<file path="src/tp3d_pkg.sv">
// ----------------------------------------------------------------------------
// tp3d_pkg
// Shared types and constants of the 3D turtle path interpreter.
// ----------------------------------------------------------------------------
`default_nettype none

package tp3d_pkg;

    // fixed field widths
    localparam int POS_W = 40;
    localparam int ANG_W = 18;
    localparam int CFG_W = 64;
    localparam int IDX_W = 2;

    // configuration register indexes
    localparam logic [IDX_W-1:0] CFG_COS  = 2'd0;
    localparam logic [IDX_W-1:0] CFG_SIN  = 2'd1;
    localparam logic [IDX_W-1:0] CFG_MOVE = 2'd2;
    localparam logic [IDX_W-1:0] CFG_DRAW = 2'd3;

    // operator symbol codes
    localparam logic [7:0] SYM_TURN_L  = 8'h2B; // +
    localparam logic [7:0] SYM_TURN_R  = 8'h2D; // -
    localparam logic [7:0] SYM_PITCH_D = 8'h5E; // ^
    localparam logic [7:0] SYM_PITCH_U = 8'h26; // &
    localparam logic [7:0] SYM_ROLL_L  = 8'h5C; // backslash
    localparam logic [7:0] SYM_ROLL_R  = 8'h2F; // /
    localparam logic [7:0] SYM_REVERSE = 8'h7C; // |
    localparam logic [7:0] SYM_PUSH    = 8'h28; // (
    localparam logic [7:0] SYM_POP     = 8'h29; // )

    // result status codes
    localparam logic [1:0] ST_SEGMENT  = 2'd0;
    localparam logic [1:0] ST_OVERFLOW = 2'd1;
    localparam logic [1:0] ST_UNDERFLW = 2'd2;
    localparam logic [1:0] ST_SATURATE = 2'd3;

    // decoded operation codes
    localparam logic [2:0] OP_MOVE = 3'd0;
    localparam logic [2:0] OP_ROT  = 3'd1;
    localparam logic [2:0] OP_REV  = 3'd2;
    localparam logic [2:0] OP_PUSH = 3'd3;
    localparam logic [2:0] OP_POP  = 3'd4;
    localparam logic [2:0] OP_HOME = 3'd5;

    // rotation vector pairs
    localparam logic [1:0] PAIR_HL = 2'd0;
    localparam logic [1:0] PAIR_HU = 2'd1;
    localparam logic [1:0] PAIR_LU = 2'd2;

    typedef struct packed {
        logic       action;
        logic [7:0] symbol;
    } sym_item_t;

    typedef struct packed {
        logic signed [POS_W-1:0] start_x;
        logic signed [POS_W-1:0] start_y;
        logic signed [POS_W-1:0] start_z;
        logic signed [POS_W-1:0] end_x;
        logic signed [POS_W-1:0] end_y;
        logic signed [POS_W-1:0] end_z;
        logic [1:0]              status;
    } seg_item_t;

    typedef struct packed {
        logic [2:0] code;
        logic       draw;
        logic [1:0] pair;
        logic       neg;
    } op_t;

endpackage

`default_nettype wire

</file>
<file path="src/tp3d_front.sv">
// ----------------------------------------------------------------------------
// tp3d_front
// Symbol decoder: classifies a request into a turtle operation.
// ----------------------------------------------------------------------------
`default_nettype none

module tp3d_front (
    input  wire tp3d_pkg::sym_item_t sym_data,
    input  wire logic [63:0]         move_mask,
    input  wire logic [63:0]         draw_mask,
    output tp3d_pkg::op_t            op,
    output logic                     keep
);
    import tp3d_pkg::*;

    logic is_alpha;

    // alphabet move symbols are codes 64 to 127
    assign is_alpha = (sym_data.symbol[7:6] == 2'b01);

    // move mask wins over operator symbols
    always_comb
    begin
        op   = '0;
        keep = 1'b1;
        if (sym_data.action)
        begin
            op.code = OP_HOME;
        end
        else if (is_alpha && move_mask[sym_data.symbol[5:0]])
        begin
            op.code = OP_MOVE;
            op.draw = draw_mask[sym_data.symbol[5:0]];
        end
        else
        begin
            unique case (sym_data.symbol)
                SYM_TURN_L:  begin op.code = OP_ROT; op.pair = PAIR_HL; end
                SYM_TURN_R:  begin op.code = OP_ROT; op.pair = PAIR_HL; op.neg = 1'b1; end
                SYM_PITCH_D: begin op.code = OP_ROT; op.pair = PAIR_HU; end
                SYM_PITCH_U: begin op.code = OP_ROT; op.pair = PAIR_HU; op.neg = 1'b1; end
                SYM_ROLL_R:  begin op.code = OP_ROT; op.pair = PAIR_LU; end
                SYM_ROLL_L:  begin op.code = OP_ROT; op.pair = PAIR_LU; op.neg = 1'b1; end
                SYM_REVERSE: op.code = OP_REV;
                SYM_PUSH:    op.code = OP_PUSH;
                SYM_POP:     op.code = OP_POP;
                default:     keep = 1'b0;
            endcase
        end
    end

endmodule

`default_nettype wire

</file>
<file path="config.mk">
export PLATFORM = sky130hd
export DESIGN_NAME = tp3d_front
export DESIGN_NICKNAME = d
export VERILOG_FILES = /design/src/tp3d_pkg.sv /design/src/tp3d_front.sv
export SDC_FILE = /design/constraint.sdc
export NUM_CORES = 1
export LEC_CHECK = 0
export ABC_AREA = 1
export BUFFER_PORTS_ARGS = -buffer_cell sky130_fd_sc_hd__buf_2
export CAP_MARGIN = 20
export CORE_MARGIN = 2
export CORE_UTILIZATION = 35
export DETAILED_ROUTE_END_ITERATION = 8
export GPL_ROUTABILITY_DRIVEN = 1
export GPL_TIMING_DRIVEN = 0
export PLACE_DENSITY = 0.82
export SLEW_MARGIN = 0
export SYNTH_ARGS = -nofsm -noshare
export SYNTH_HDL_FRONTEND = slang
export SYNTH_SLANG_ARGS = --single-unit
export TNS_END_PERCENT = 30
</file>
<file path="constraint.sdc">
create_clock -name vclk -period 1.73
set_clock_uncertainty 0.2 [all_clocks]
set_input_delay 0.2595 -clock vclk [all_inputs]
set_output_delay 0.2595 -clock vclk [all_outputs]
set_load 0.02 [all_outputs]
</file>
# Yosys cells after proc, flatten, opt, wreduce, memory -nomap -nowiden
# Cells that the tools add are included.
dict set report totals {
  ff_bits 0
  inputBits 137
  output_inout_bits 8
  wordCells 32
}
dict set report op_classes {
  n_lt_le_gt_ge 1
  n_eq_ne 10
  muxes 15
  n_reduce_logical 6
}
# op n
set ops {}
lappend ops {{$eq A8 B6 Y1 const B} 6}
lappend ops {{$eq A8 B7 Y1 const B} 3}
lappend ops {{$bmux W1 S6} 2}
lappend ops {{$pmux W3 S4} 1}
lappend ops {{$mux W3} 3}
lappend ops {{$reduce_or A9 Y1} 1}
lappend ops {{$lt A6 B7 Y1 const B} 1}
lappend ops {{$mux W1} 7}
lappend ops {{$reduce_or A6 Y1} 1}
lappend ops {{$mux W4} 1}
lappend ops {{$pmux W2 S2} 1}
lappend ops {{$reduce_or A2 Y1} 2}
lappend ops {{$reduce_or A3 Y1} 1}
lappend ops {{$eq A2 B1 Y1 const B} 1}
lappend ops {{$logic_and A1 B1 Y1} 1}

# Longest topological paths before layout
dict set report logic_depth {
  ltp_word 5
  mapped_depth 16
  ltp_nobuf 14
}

# Worst setup path after synthesis
# No wires, ideal clock.
dict set report synth_timing {
  kind {input -> output}
  from {input port sym_data[1] in the netlist's numbering}
  to {output port op[3] in the netlist's numbering}
  arrival_time_ps 1538
  required_time_ps 1270
  setup_slack_ps -268
  path_stages 13
  path_buffers 2
  cell_sequence {buf_4 > nand2_2 > buf_2 > nor2_1 > nor2_1 > nand2_1 > nand2_1 > nand2_1 > nor2_1 > nor2_1 > nor2_1 > nand3_1 > nor2_1}
}
# element line
set synth_lines {}
lappend synth_lines {{start: declaration} tp3d_front.sv:8} ;# input wire tp3d_pkg::sym_item_t sym_data,
lappend synth_lines {{end: declaration} tp3d_front.sv:11} ;# output tp3d_pkg::op_t op,

# Final worst setup path
dict set report layout_timing {
  from {input port sym_data[0] in the netlist's numbering}
  to {output port keep}
}
dict set report layout_between {
  elab_chain_cells 5
}
# element line
set layout_lines {}
lappend layout_lines {{$bmux W1 S6, or another cell as far along} tp3d_front.sv:30} ;# else if (is_alpha && move_mask[sym_data.symbol[5:0]])
lappend layout_lines {{$mux W1 (not written as such) / $reduce_or A9 Y1 (equally long branches)} --}
lappend layout_lines {{$logic_and A1 B1 Y1 / $mux W1 (equally long branches)} {tp3d_front.sv:30, tp3d_front.sv:37}}
lappend layout_lines {{$mux W1 *} tp3d_front.sv:30}
lappend layout_lines {{$mux W1 *} tp3d_front.sv:26} ;# if (sym_data.action)
lappend layout_lines {{end: declaration} tp3d_front.sv:12} ;# output logic keep
# Mark *: on every way between the ends. The rest lies on a longest branch, timed or not. The select of a mux whose other input is x is not followed.

==> impl_metrics.ini <==
[run_status]
status = finished with violations
violations = setup timing

[worst_setup_path]
slowest_delay_ns = 0.17
cp_top_family = simple AND/OR/NAND/NOR gates
crit_slowest_cell = nor3_1
cp.buffers_inverters = 4
critPathArrivalTime_ns = 1.66
worst_setup_path_end_kind = output pin
worst-endpoint-required_ns = 1.27
largest_fanout_on_the_critical_path = 10
timing.critical_path.cells = buf_12 > buf_6 > nand2_4 > buf_6 > nor2_1 > nand2_1 > nand2_1 > nor2_1 > nand3b_1 > nor3_1 > nand3_1 > buf_2
setup.worst_path.start_class = input port
critPathKind = in -> out
path_depth = 12

[grt]
grt_max_degree = 11
initial_antenna_violation_count = 0
global_route.usage.total_pct = 22.3
grt-ovfl-total = 0
first_global_vias = 2361
grt_first_pass_wirelength_microns = 9730

[yosys]
netlist_instances = 369
synth.yosys.warnings = 0
ys_types = 26
yosys-mux-area-fraction_pct = 0
share_of_synthesized_cell_area_in_full_adder_half_adder_and_majority_cells_pct = 0
syn_area_sq_um = 1560
synth-xor-area-share_pct = 0
main_combinational_cell_family_by_area_after_synthesis = simple AND/OR/NAND/NOR gates
synth_nets = 506
sequential_element_share_of_the_synthesized_area_pct = 0
synth.avg_cell_area_sq_um = 4.21
share_of_synthesized_cell_area_in_and_or_nand_and_nor_gates_pct = 81.5
synth-compound-area-share_pct = 6.92

[timing]
final.period_utilization_pct = 122
fmax_ghz = 0.473
rsz_0062_raised_after_global_routing = yes
finalHoldWorstSlack_ns = 0.666
finalCriticalPeriod_ns = 2.12
worst_slack_ns = -0.386
setup_total_negative_slack_ns = -2.75
slew-limit-headroom_pct = 74.2
slew_violations = 0
setup-violations-final = 8
final_hold_viol_count = 0
timing_worst_slew_pin_value_ns = 0.384

[pwr]
comb_power_share_pct = 100.0
switching_share_pct = 53.1
netSwitchingPower_mw = 0.296
power_leakage_nw = 1.60
share_seq_of_total_power_pct = 0
power.density_nw_per_um2 = 220
power_report.internal_total_mw = 0.261
clk_network_pwr_share_pct = 0
vdd_drop_max_mv = 0.0937

[cells_and_area]
flops_and_latches = 0
layout.area.seq_sq_um = 0
number_of_diodes = 0
final-instance-count-excl-fill = 564
final_cell_mix = nand2_1, buf_2, nor2_1
clock_buffer_count = 0
post_route_cells_drive_above_1_share_pct = 36.7
finish.net_count = 651
area_delta_synth_final_pct = 62.8
finish.utilization_pct = 58.5
layout.cells.most_common = nand2_1

[detailed_routing]
drt_first_iter_violations = 79
detail_route.vias_per_cell = 4.60
dr.pass1.iters = 5
wire_length_reported_by_the_detailed_router_microns = 5810
post-route-drc-count = 0
num_vias = 2596
routed_wire_length_per_instance_microns = 10.3
final_antenna_net_count = 0

[floorplan]
core_area_sq_um = 4320
die_y_microns = 70.7
floorplan.die_area_sq_um = 4990
top_level_ports = 145
placement_rows = 24
die_x_microns = 70.7
floorplan.initialDensity_pct = 36.0

[placed_design]
dp.cells = 564
dpl_worst_slack_ns = -0.575
port_buffers = 143
dp_hpwl_microns = 4600
gp_routability_congestion = 0.858

[worst_hold_path]
whs_path_depth = 3
worst_hold_end = op[6]
hp-start = sym_data[8]
hold_path_class = in -> out

[run]
cap_violations = 0

[clock_network]
cts_post_setup_buffers_inserted = 0
## area by class of cell
class	count	area [sq um]
buffer	14	160
fill	445	1790
inverter	17	78.8
multi-input combinational	338	1480
tap	52	65.1
timing repair buffer	143	749
## power by group through the flow
| stage | Clock [mW] | Combinational [mW] | Sequential (mW) |
|---|---|---|---|
| after CTS | 0 | 0.532 | 0 |
| after global placement | 0 | 0.515 | 0 |
| after global routing | 0 | 0.631 | 0 |
| after detailed placement | 0 | 0.519 | 0 |
| final | 0 | 0.556 | 0 |
| after floorplan | 0 | 0.304 | 0 |
## metal layers
metal | GRT usage (%) | vias to the layer above | share of wire, %
met4 | 1.89 | 0 | 0.67
li1 | - | 1420 | -
met5 | 0 | - | 0
met1 | 28.1 | 1064 | 43
met3 | 1.57 | 4 | 6.6
met2 | 42.9 | 108 | 50
## per-stage QoR
stage	cell area (sq um)	power, mW
after floorplan	1610	0.304
final	2530	0.556
after detailed placement	2390	0.519
after global placement	2390	0.515
after CTS	2440	0.532
after global routing	2530	0.631
## worst max-delay path by stage
| stage | start | end | slack [ns] |
|---|---|---|---|
| after floorplan | sym_data[0] | op[3] | -0.17 |
| after global placement | sym_data[3] | op[2] | -0.57 |
| after detailed placement | sym_data[3] | op[2] | -0.58 |
| after CTS | sym_data[0] | op[3] | -0.39 |
| after global routing | sym_data[0] | op[2] | -0.55 |
| final | sym_data[0] | keep | -0.39 |
## kinds of logic (layout without fill, tap and decap cells)
| group | count (synthesis) | count (layout) |
|---|---|---|
| AOI/OAI and AO/OA | 18 | 18 |
| buffers and inverters | 31 | 174 |
| and+or+nand+nor | 320 | 320 |
## cell usage after synthesis
master,count,area [sq um]
a21oi_1,1,5.00
inv_4,1,6.26
clkbuf_1,1,3.75
nand4_1,2,12.5
nor3_1,3,15.0
nor2_2,4,25.0
buf_4,3,22.5
nor2_1,92,345
o22ai_1,10,62.6
clkinv_1,1,3.75
or2_2,2,12.5
o21ai_1,1,5.00
inv_1,12,45.0
nand2_1,203,762
nand2_2,3,18.8
nand3b_1,1,7.51
nand3_1,6,30.0
a31oi_1,1,6.26
nor4_1,1,6.26
nor3_2,1,10.0
o21ai_0,4,20.0
inv_2,3,11.3
buf_6,6,67.6
buf_2,4,20.0
a32oi_1,1,8.76
nand2_4,2,22.5
## worst min-delay path: stages
cell and delay, ns:
buf_2 0.10, or2_2 0.10, buf_2 0.15
## timing repair
item	in CTS	in global routing
gates cloned	0	0
setup endpoints to repair	8	8
gates resized for setup	18	23
hold buffers	0	0
pin swaps	1	8
Power figures use the tool's default switching activity.
