<file path="config.mk">
export PLATFORM = sky130hd
export DESIGN_NAME = tp3d_queue
export DESIGN_NICKNAME = d
export VERILOG_FILES = /design/src/tp3d_pkg.sv /design/src/tp3d_queue.sv
export SDC_FILE = /design/constraint.sdc
export NUM_CORES = 1
export LEC_CHECK = 0
export BUFFER_PORTS_ARGS = -buffer_cell sky130_fd_sc_hd__buf_2
export CELL_PAD_IN_SITES_DETAIL_PLACEMENT = 2
export CELL_PAD_IN_SITES_GLOBAL_PLACEMENT = 2
export CORE_ASPECT_RATIO = 0.75
export CORE_UTILIZATION = 35
export DETAILED_ROUTE_END_ITERATION = 16
export PLACE_DENSITY = 0.75
export SKIP_CTS_REPAIR_TIMING = 1
export SLEW_MARGIN = 20
export SYNTH_ARGS = -nofsm -noshare
export SYNTH_HDL_FRONTEND = slang
export SYNTH_SLANG_ARGS = --single-unit
</file>
<file path="constraint.sdc">
create_clock -name clk -period 1.6 [get_ports clk]
set_input_delay 0.16 -clock clk [delete_from_list [all_inputs] [get_ports clk]]
set_output_delay 0.16 -clock clk [all_outputs]
set_load 0.02 [all_outputs]
</file>
<file path="src/tp3d_pkg.sv">
// ----------------------------------------------------------------------------
// tp3d_pkg
// Shared types and constants of the 3D turtle path interpreter.
// ----------------------------------------------------------------------------
`default_nettype none

package tp3d_pkg;

    // fixed field widths
    localparam int POS_W = 40;
    localparam int ANG_W = 18;
    localparam int CFG_W = 64;
    localparam int IDX_W = 2;

    // configuration register indexes
    localparam logic [IDX_W-1:0] CFG_COS  = 2'd0;
    localparam logic [IDX_W-1:0] CFG_SIN  = 2'd1;
    localparam logic [IDX_W-1:0] CFG_MOVE = 2'd2;
    localparam logic [IDX_W-1:0] CFG_DRAW = 2'd3;

    // operator symbol codes
    localparam logic [7:0] SYM_TURN_L  = 8'h2B; // +
    localparam logic [7:0] SYM_TURN_R  = 8'h2D; // -
    localparam logic [7:0] SYM_PITCH_D = 8'h5E; // ^
    localparam logic [7:0] SYM_PITCH_U = 8'h26; // &
    localparam logic [7:0] SYM_ROLL_L  = 8'h5C; // backslash
    localparam logic [7:0] SYM_ROLL_R  = 8'h2F; // /
    localparam logic [7:0] SYM_REVERSE = 8'h7C; // |
    localparam logic [7:0] SYM_PUSH    = 8'h28; // (
    localparam logic [7:0] SYM_POP     = 8'h29; // )

    // result status codes
    localparam logic [1:0] ST_SEGMENT  = 2'd0;
    localparam logic [1:0] ST_OVERFLOW = 2'd1;
    localparam logic [1:0] ST_UNDERFLW = 2'd2;
    localparam logic [1:0] ST_SATURATE = 2'd3;

    // decoded operation codes
    localparam logic [2:0] OP_MOVE = 3'd0;
    localparam logic [2:0] OP_ROT  = 3'd1;
    localparam logic [2:0] OP_REV  = 3'd2;
    localparam logic [2:0] OP_PUSH = 3'd3;
    localparam logic [2:0] OP_POP  = 3'd4;
    localparam logic [2:0] OP_HOME = 3'd5;

    // rotation vector pairs
    localparam logic [1:0] PAIR_HL = 2'd0;
    localparam logic [1:0] PAIR_HU = 2'd1;
    localparam logic [1:0] PAIR_LU = 2'd2;

    typedef struct packed {
        logic       action;
        logic [7:0] symbol;
    } sym_item_t;

    typedef struct packed {
        logic signed [POS_W-1:0] start_x;
        logic signed [POS_W-1:0] start_y;
        logic signed [POS_W-1:0] start_z;
        logic signed [POS_W-1:0] end_x;
        logic signed [POS_W-1:0] end_y;
        logic signed [POS_W-1:0] end_z;
        logic [1:0]              status;
    } seg_item_t;

    typedef struct packed {
        logic [2:0] code;
        logic       draw;
        logic [1:0] pair;
        logic       neg;
    } op_t;

endpackage

`default_nettype wire

</file>
<file path="src/tp3d_queue.sv">
// ----------------------------------------------------------------------------
// tp3d_queue
// Two entry operation queue between decoder and execution unit.
// ----------------------------------------------------------------------------
`default_nettype none

module tp3d_queue (
    input  wire logic          clk,
    input  wire logic          rst_n,
    input  wire logic          push,
    input  wire tp3d_pkg::op_t push_op,
    output logic               full,
    output logic               q_valid,
    input  wire logic          q_ready,
    output tp3d_pkg::op_t      q_op
);
    import tp3d_pkg::*;

    op_t        ent_reg [2];
    logic       wr_ptr_reg, wr_ptr_next;
    logic       rd_ptr_reg, rd_ptr_next;
    logic [1:0] count_reg, count_next;
    logic       do_push, do_pop;

    assign full    = (count_reg == 2'd2);
    assign q_valid = (count_reg != 2'd0);
    assign q_op    = ent_reg[rd_ptr_reg];
    assign do_push = push && !full;
    assign do_pop  = q_valid && q_ready;

    // pointer and fill count
    always_comb
    begin
        wr_ptr_next = wr_ptr_reg ^ do_push;
        rd_ptr_next = rd_ptr_reg ^ do_pop;
        count_next  = count_reg + {1'b0, do_push} - {1'b0, do_pop};
    end

    always_ff @(posedge clk or negedge rst_n)
    begin
        if (!rst_n)
        begin
            wr_ptr_reg <= 1'b0;
            rd_ptr_reg <= 1'b0;
            count_reg  <= 2'd0;
        end
        else
        begin
            wr_ptr_reg <= wr_ptr_next;
            rd_ptr_reg <= rd_ptr_next;
            count_reg  <= count_next;
        end
    end

    // entry storage
    always_ff @(posedge clk)
    begin
        if (do_push)
        begin
            ent_reg[wr_ptr_reg] <= push_op;
        end
    end

endmodule

`default_nettype wire

</file>
### Yosys cells after proc, flatten, opt, wreduce, memory -nomap -nowiden

Memory sizes are Yosys's and may differ from the RTL's.
Index checks and enable logic that the tools add are counted.

* register bits after elaboration: 4
* bits in latches: 0
* bits in writable memories: 14
* memory bits (read-only): 0
* logic and storage cells: 15
* memories: 1

* add/subtract/negate cells: 2
* multiply operators: 0
* divide/modulo/power cells: 0
* $lt $le $gt $ge: 0
* equal/unequal tests: 1
* shift operators: 0
* multiplexer cells: 2
* bitwise gates (word level): 2
* reduce and logical (&&, ||, !) cells: 4

Memory list
* ent_reg: words 2, width 7, read ports 1, clocked after memory_dff 0, write ports 1, RTL line tp3d_queue.sv:19 `op_t ent_reg [2];`

Operator list (count)
* 2-bit by 1-bit adder with 2-bit output: 1
* 2-bit == test (second input constant): 1
* 1-bit logical AND: 2
* 1-bit 2-to-1 mux: 2
* 2-bit nonzero test: 1
* 2-bit by 1-bit subtractor with 2-bit output: 1
* 1-bit bitwise XOR: 2
* 1-bit zero test: 1

### Depth between registers and ports, before layout

Gate-level depths: netlist (run 1).

* depth in word-level cells: 5
* gate-level depth with buffers: 7
* gate-level depth less buffers: 7

### Least setup slack after synthesis (run 1)

No wires, ideal clock.

* kind: reg2reg
* from: register count_reg[1]
* to: register count_reg[1]
* data arrival time: 1.325 ns
* required time: 1.477 ns
* path slack: 0.152 ns
* cell stages (with the launch flop): 7
* cell sequence: dfrtp_1 > o21a_2 > ha_1 > inv_1 > ha_1 > xnor2_1 > xnor2_1

* word-level cells in the longest chain between the ends: 5
* elaborated cells between the ends (all ways): 7
* those cells by class: add/sub (2); eq/ne (1); reduce/logical (4)

RTL lines
* from (decl): RTL line tp3d_queue.sv:22 `logic [1:0] count_reg, count_next;`
* from (signal assigned): RTL line tp3d_queue.sv:51 `count_reg <= count_next;`
* 2-bit == test: RTL line tp3d_queue.sv:25 `assign full = (count_reg == 2'd2);`
* 1-bit zero test: RTL line tp3d_queue.sv:28 `assign do_push = push && !full;`
* 1-bit logical AND: RTL line tp3d_queue.sv:28
* 2-bit by 1-bit adder with 2-bit output: RTL line tp3d_queue.sv:36 `count_next = count_reg + {1'b0, do_push} - {1'b0, do_pop};`
* 2-bit by 1-bit subtractor with 2-bit output *: RTL line tp3d_queue.sv:36
* via count_next[1]: RTL line tp3d_queue.sv:22

Mark *: on every way through the listed nets, which the timed path passes. The rest lies on a longest branch.

### Final worst setup path (run 1)

Same ends and word-level chain as after synthesis.

==> results of run 1 <==
==> placed cells by master, fill, tap and decap left out <==
| cell | Yosys | routed |
|---|---|---|
| ha_2 | 0 | 1 |
| mux2_4 | 7 | 7 |
| dlygate4sd3_1 | 0 | 1 |
| nand2b_4 | 0 | 1 |
| nand2_1 | 1 | 1 |
| clkbuf_4 | 0 | 3 |
| dfrtp_1 | 4 | 2 |
| edfxtp_1 | 14 | 14 |
| o21a_4 | 0 | 1 |
| xnor2_1 | 2 | 1 |
| xor2_1 | 1 | 1 |
| clkbuf_8 | 0 | 1 |
| buf_2 | 0 | 19 |
| dfrtp_2 | 0 | 2 |
| and2_1 | 1 | 1 |
| or2_1 | 1 | 1 |
| ha_1 | 4 | 3 |
| xnor2_2 | 0 | 1 |
| inv_1 | 4 | 4 |
| buf_4 | 0 | 2 |
==> per-stage QoR <==
stage               hold WS, ns  cell area (um^2)
finish                   0.0564               961
detailed placement      -0.0264               873
global route             0.0364               961
CTS                      -0.351               910
floorplan                -0.136               759
global placement        -0.0259               873
==> power groups by stage <==
stage               Combinational (mW)  Sequential, mW  Clock, mW
finish                           0.752           0.785      0.270
CTS                              0.674           0.778      0.282
floorplan                        0.563           0.711          0
global route                     0.829           0.810      0.307
detailed placement               0.664           0.783          0
global placement                 0.642           0.771          0
==> final cells by class <==
type / instances / area share (%)
Clock buffer: 4 / 3.78
Inverter: 4 / 1.56
Multi-Input combinational cell: 19 / 24.6
Sequential cell: 18 / 54.4
Tap cell: 24 / 3.12
Timing Repair Buffer: 22 / 12.5
==> metal layers <==
layer	vias to the layer above	wire, um	GRT usage, %
li1	197	-	-
met1	200	603	15.6
met2	11	766	24.3
met3	0	49	5.56
met4	0	0	4.50
met5	-	0	0
==> synth_stat cells (all sizes together) <==
cell type / n / share of area, %
inv: 4 / 2.0
mux2: 7 / 14
edfxtp: 14 / 55
nand2: 1 / 0.49
or2: 1 / 0.82
ha: 4 / 6.6
o21a: 1 / 1.2
nand2b: 1 / 0.82
dfrtp: 4 / 13
xnor2: 2 / 2.3
buf: 1 / 1.5
and2: 1 / 0.82
xor2: 1 / 1.2
==> final timing paths <==
path	endpoint	slack (ns)	from	cells after the start
max	count_reg[1]$_DFF_PN0_	0.03	count_reg[1]$_DFF_PN0_	6
min	ent_reg[0][6]$_DFFE_PP_	0.06	push_op[6]	1
max reg2reg	count_reg[1]$_DFF_PN0_	0.03	count_reg[1]$_DFF_PN0_	6
min reg2reg	count_reg[1]$_DFF_PN0_	0.64	count_reg[1]$_DFF_PN0_	2
max in group asynchronous	rd_ptr_reg$_DFF_PN0_	1.24	rst_n	2
min in group asynchronous	wr_ptr_reg$_DFF_PN0_	0.22	rst_n	2
==> cells by family (layout without fill, tap and decap cells) <==
| kind of cell | Yosys count | count (layout) | share of synthesized area, % |
|---|---|---|---|
| buffers and inverters | 5 | 30 | 3.46 |
| adder cells (fa/ha/maj) | 4 | 4 | 6.59 |
| XOR/XNOR | 3 | 3 | 3.46 |
| flip-flops | 18 | 18 | 68.5 |
| AO/OA/AOI/OAI | 1 | 1 | 1.15 |
| AND/OR/NAND/NOR | 4 | 4 | 2.97 |
| multiplexers | 7 | 7 | 13.8 |
==> worst max-delay path: stages, from the launching register on <==
cell and delay [ns]:
dfrtp_2 0.46, o21a_4 0.24, ha_1 0.29, inv_1 0.06, ha_2 0.18, xnor2_2 0.13, xnor2_1 0.12
==> run_results.csv, run 1 <==
group,metric,value,unit
drt,first_pass_iters,4,
power,leakage,0.428,nW
grt,grt_use_total,13.9,%
sta,timing.setup.tns,0,ns
place,io_buffer_count,19,
logic_synthesis,syn-mean-instance-area,18.1,um^2
clock_tree,cts_sinks,18,
place,place_congestion,0.735,
sta,layout_worst_path_cycle_share,98.0,%
sta,worst_clock_skew,0.00744,ns
drt,drt_drc_violations_left,0,
power,share_seq_of_total_power,43.4,%
final_layout,area_delta_synth_final,26.5,%
power,clock_power_share,15.0,%
drt,drtAntennaViolNets,0,
grt,grt_first_pass_wirelength,2.30,mm
grt,pin_count_of_the_biggest_net_entering_global_routing,11,
worst_setup_path,cp_data_arrival_time,1.75,ns
logic_synthesis,synthesis.area,759,um^2
final_layout,multi_input_combinational_cell_area,236,um^2
worst_setup_path,top_fanout_value_on_the_critical_path,3,
clock_tree,cts_htree_levels,1,
final_layout,fin_nets,83,
clock_tree,clk_root_buffer_cell,"clkbuf_4",
logic_synthesis,synth.ff_latch_count,18,
floorplanning,dieHeight,42.3,um
final_layout,final_core_utilization,47.3,%
clock_tree,tritoncts_clock_tree,"built",
logic_synthesis,yosys_warnings,0,
logic_synthesis,synthCells,42,
drt,avgRoutedWirePerCell,15.6,um
clock_tree,clk_slew_on_worst_s_h_paths,0.10,ns
drt,detailedRoute.firstIterationViolations,8,
grt,globalRoute.totalOverflow,0,
logic_synthesis,syn-num-nets,57,
final_layout,largest_register_ff_count,14,
floorplanning,die_width,55.8,um
place,placed_cells_incl_taps,84,
sta,setup_viol_count_final,0,
power,comb_power_share,41.6,%
sta,hold_violations,0,
worst_setup_path,timing.setup.critical_path_class,"reg -> reg",
final_layout,drive_gt1_share,56.7,%
power,switching_fraction_of_total_power,34.1,%
sta,slew-limit-headroom,76.9,%
power,ir_worst_vdd,0.000861,V
floorplanning,floorplan.die_area,2360,um^2
sta,final_max_slew_viol_count,0,
power,total_power,1.81,mW
sta,timing_worst_slew_pin_value,0.346,ns
sta,finalWorstSetupSlack,0.0325,ns
floorplanning,ios,20,
floorplanning,core.rowCount,14,
power,p_int,1.19,mW
drt,drt-vias-per-instance,4.48,
floorplanning,floorplan.core_area,2030,um^2
power,powerDensity,1880,nW/um^2
clock_tree,cts_buf_count,3,
drt,num_vias,408,
clock_tree,clk_latency,0.29,ns
place,dp_slack,0.0706,ns
drt,totalWireLength,1.42,mm
final_layout,register_area,523,um^2
grt,initial_antenna_violation_count,0,
sta,maxClockFrequency,0.638,GHz
worst_setup_path,critPathRequiredTime,1.79,ns
logic_synthesis,synth_cell_types,13,
clock_tree,clockBufferDepth,2,
floorplanning,start_util,37.4,%
sta,final_worst_path_period_need,1.57,ns
worst_setup_path,cp-start-kind,"flip-flop",
flow_run,drv.max_cap_violation_count,0,
power,p_switching,0.616,mW
worst_setup_path,timing.critical_path.to_type,"flip-flop",
final_layout,post_layout_nonfiller_instances,91,
logic_synthesis,sequential_fraction_of_the_synthesis_area,68.5,%
place,place.detailed.hpwl,992,um
final_layout,nFillCells,195,
status,run_status,"finished clean",
hold_path,min-delay-path-class,"in -> reg",
final_layout,antenna-diode-count,0,
grt,grt_pass1_vias,464,
No activity file was read; power rests on OpenSTA's default activity.
==> run 2, diff against run 1 <==
CELL_PAD_IN_SITES_DETAIL_PLACEMENT = 1   (was 2)
CELL_PAD_IN_SITES_GLOBAL_PLACEMENT = 1   (was 2)
CORE_UTILIZATION = 39   (was 35)
PLACE_DENSITY = 0.72   (was 0.75)
==> run 2 against run 1 <==
  * Final cell count down 4.4%
  * Die area fell by 9.8%
  * Global-route usage fell by 2.2 points
  * Wire length fell by 23%
  * Power down 9.6%
  * Count of clock-buffer cells in the layout decreased by 1
  * Register-to-register slack improved by 0.03 ns
  * Critical endpoint unchanged
  * Largest cell class unchanged
==> run_results.csv, run 2 (same netlist as run 1, synthesis figures left out) <==
group,metric,value,unit
worst_setup_path,worst-path-buf-inv,1,
clock_tree,clk_slew_on_worst_s_h_paths,0.10,ns
worst_setup_path,critPathMaxStageDelay,0.43,ns
sta,final_max_slew_viol_count,0,
drt,detailedRoute.firstIterationViolations,1,
power,ir_worst_vdd,0.000785,V
drt,totalWireLength,1.09,mm
worst_setup_path,top_fanout_value_on_the_critical_path,4,
floorplanning,start_util,42.8,%
status,run_status,"finished clean",
place,place_congestion,0.659,
power,comb_power_share,39.3,%
clock_tree,tritoncts_clock_tree,"built",
final_layout,layout_cell_area_excl_fill,911,um^2
sta,timing.setup.tns,0,ns
worst_setup_path,critical_path_s_slowest_cell,"dfrtp_1",
final_layout,largest_register_ff_count,14,
power,powerDensity,1790,nW/um^2
drt,first_pass_iters,3,
power,clock_power_share,13.6,%
worst_setup_path,timing.critical_path.to_type,"flip-flop",
sta,layout_worst_path_cycle_share,96.0,%
hold_path,min-delay-path-class,"in -> reg",
floorplanning,dieHeight,40.2,um
power,leakage,0.403,nW
worst_setup_path,cp_data_arrival_time,1.75,ns
sta,slew-limit-headroom,78.3,%
final_layout,layout_common_cells,"buf_2 (19), edfxtp_1 (14), mux2_4 (7)",
worst_setup_path,crit_path_frequent_cell,"xnor2_1",
power,switching_fraction_of_total_power,34.4,%
final_layout,area_delta_synth_final,19.9,%
grt,grt_pass1_vias,361,
place,postPlaceCellArea,871,um^2
worst_setup_path,setup.reg_to_reg.worst_slack,0.06,ns
clock_tree,clk_root_buffer_cell,"clkbuf_4",
sta,hold_violations,0,
final_layout,most_frequent_standard_cell_in_the_layout_excluding_fill_and_tap_cells,"buf_2",
worst_setup_path,critPathRequiredTime,1.82,ns
worst_setup_path,cp-start-kind,"flip-flop",
drt,num_vias,393,
worst_setup_path,timing.setup.critical_path_class,"reg -> reg",
clock_tree,cts_buf_count,3,
grt,grt_use_total,11.7,%
clock_tree,cts_htree_levels,1,
floorplanning,ios,20,
final_layout,final_core_utilization,51.4,%
place,placed_cells_incl_taps,82,
grt,pin_count_of_the_biggest_net_entering_global_routing,11,
drt,drt_drc_violations_left,0,
floorplanning,floorplan.core_area,1770,um^2
clock_tree,cts_sinks,18,
place,io_buffer_count,19,
clock_tree,clk_latency,0.29,ns
grt,grt_first_pass_wirelength,1.58,mm
final_layout,drive_gt1_share,49.2,%
sta,maxClockFrequency,0.651,GHz
worst_setup_path,critical_path.top_delay_family,"adder cells",
floorplanning,floorplan.die_area,2130,um^2
place,place.detailed.hpwl,844,um
floorplanning,core.rowCount,13,
sta,worst_hold_slack,0.0592,ns
power,share_seq_of_total_power,47.2,%
sta,unrepaired_setup_endpoints_after_global_routing,"false",
final_layout,post_layout_nonfiller_instances,87,
worst_setup_path,path_cells,"o21a_2 > ha_1 > inv_1 > ha_2 > xnor2_1 > xnor2_1",
drt,drtAntennaViolNets,0,
flow_run,drv.max_cap_violation_count,0,
clock_tree,clockBufferDepth,2,
power,p_switching,0.562,mW
final_layout,antenna-diode-count,0,
final_layout,fin_nets,81,
grt,globalRoute.totalOverflow,0,
sta,setup_viol_count_final,0,
power,p_int,1.07,mW
grt,initial_antenna_violation_count,0,
sta,worst_clock_skew,0.00481,ns
sta,timing_worst_slew_pin_value,0.326,ns
floorplanning,die_width,53.0,um
drt,avgRoutedWirePerCell,12.6,um
drt,drt-vias-per-instance,4.52,
sta,final_worst_path_period_need,1.54,ns
[run 2: changes by cell type in the layout (fill, tap and decap cells not counted)]
cell      before  now
dfrtp_2        2    1
clkbuf_8       1    0
o21a_2         0    1
nand2b_4       1    0
nand2b_1       0    1
clkinv_1       0    1
xnor2_2        1    0
o21a_4         1    0
buf_4          2    0
xnor2_1        1    2
dfrtp_1        2    3
[run 2: layout make-up]
class	instances	area (um^2)
Clock buffer	3	22.5
Clock inverter	1	3.75
Fill cell	193	862
Inverter	4	15.0
Multi-Input combinational cell	19	215
Sequential cell	18	522
Tap cell	22	27.5
Timing Repair Buffer	20	105
[run 2: layer usage]
| layer | routed length, um | global-route usage (%) | vias up | part of all wire (%) |
|---|---|---|---|---|
| met5 | 0 | 0 | - | 0 |
| met4 | 4 | 5.92 | 0 | 0.37 |
| met3 | 60 | 5.68 | 2 | 5.5 |
| met2 | 561 | 20.9 | 12 | 51 |
| met1 | 466 | 11.7 | 185 | 43 |
| li1 | - | - | 194 | - |
[run 2: power groups by stage]
stage / registers [mW] / clock network (mW) / logic (mW)
2_1_floorplan: 0.711 / 0 / 0.563
4_1_cts: 0.770 / 0.231 / 0.653
3_5_place_dp: 0.779 / 0 / 0.654
5_1_grt: 0.785 / 0.248 / 0.709
3_3_place_gp: 0.771 / 0 / 0.637
6_report: 0.771 / 0.222 / 0.642
[run 2: per-stage QoR]
step	total power, mW	setup slack, ns
6_report	1.63	0.0643
5_1_grt	1.74	0.0108
4_1_cts	1.65	-0.0119
3_5_place_dp	1.43	0.0537
3_3_place_gp	1.41	0.121
2_1_floorplan	1.27	0.152
[run 2: final timing paths]
check	cells past startpoint	startpoint	endpoint
max in group asynchronous	2	rst_n	rd_ptr_reg$_DFF_PN0_
worst max register to register	6	count_reg[1]$_DFF_PN0_	count_reg[1]$_DFF_PN0_
worst min-delay path	1	push_op[3]	ent_reg[0][3]$_DFFE_PP_
min in group asynchronous	2	rst_n	count_reg[1]$_DFF_PN0_
worst min register to register	1	count_reg[1]$_DFF_PN0_	count_reg[1]$_DFF_PN0_
worst max-delay path	6	count_reg[1]$_DFF_PN0_	count_reg[1]$_DFF_PN0_
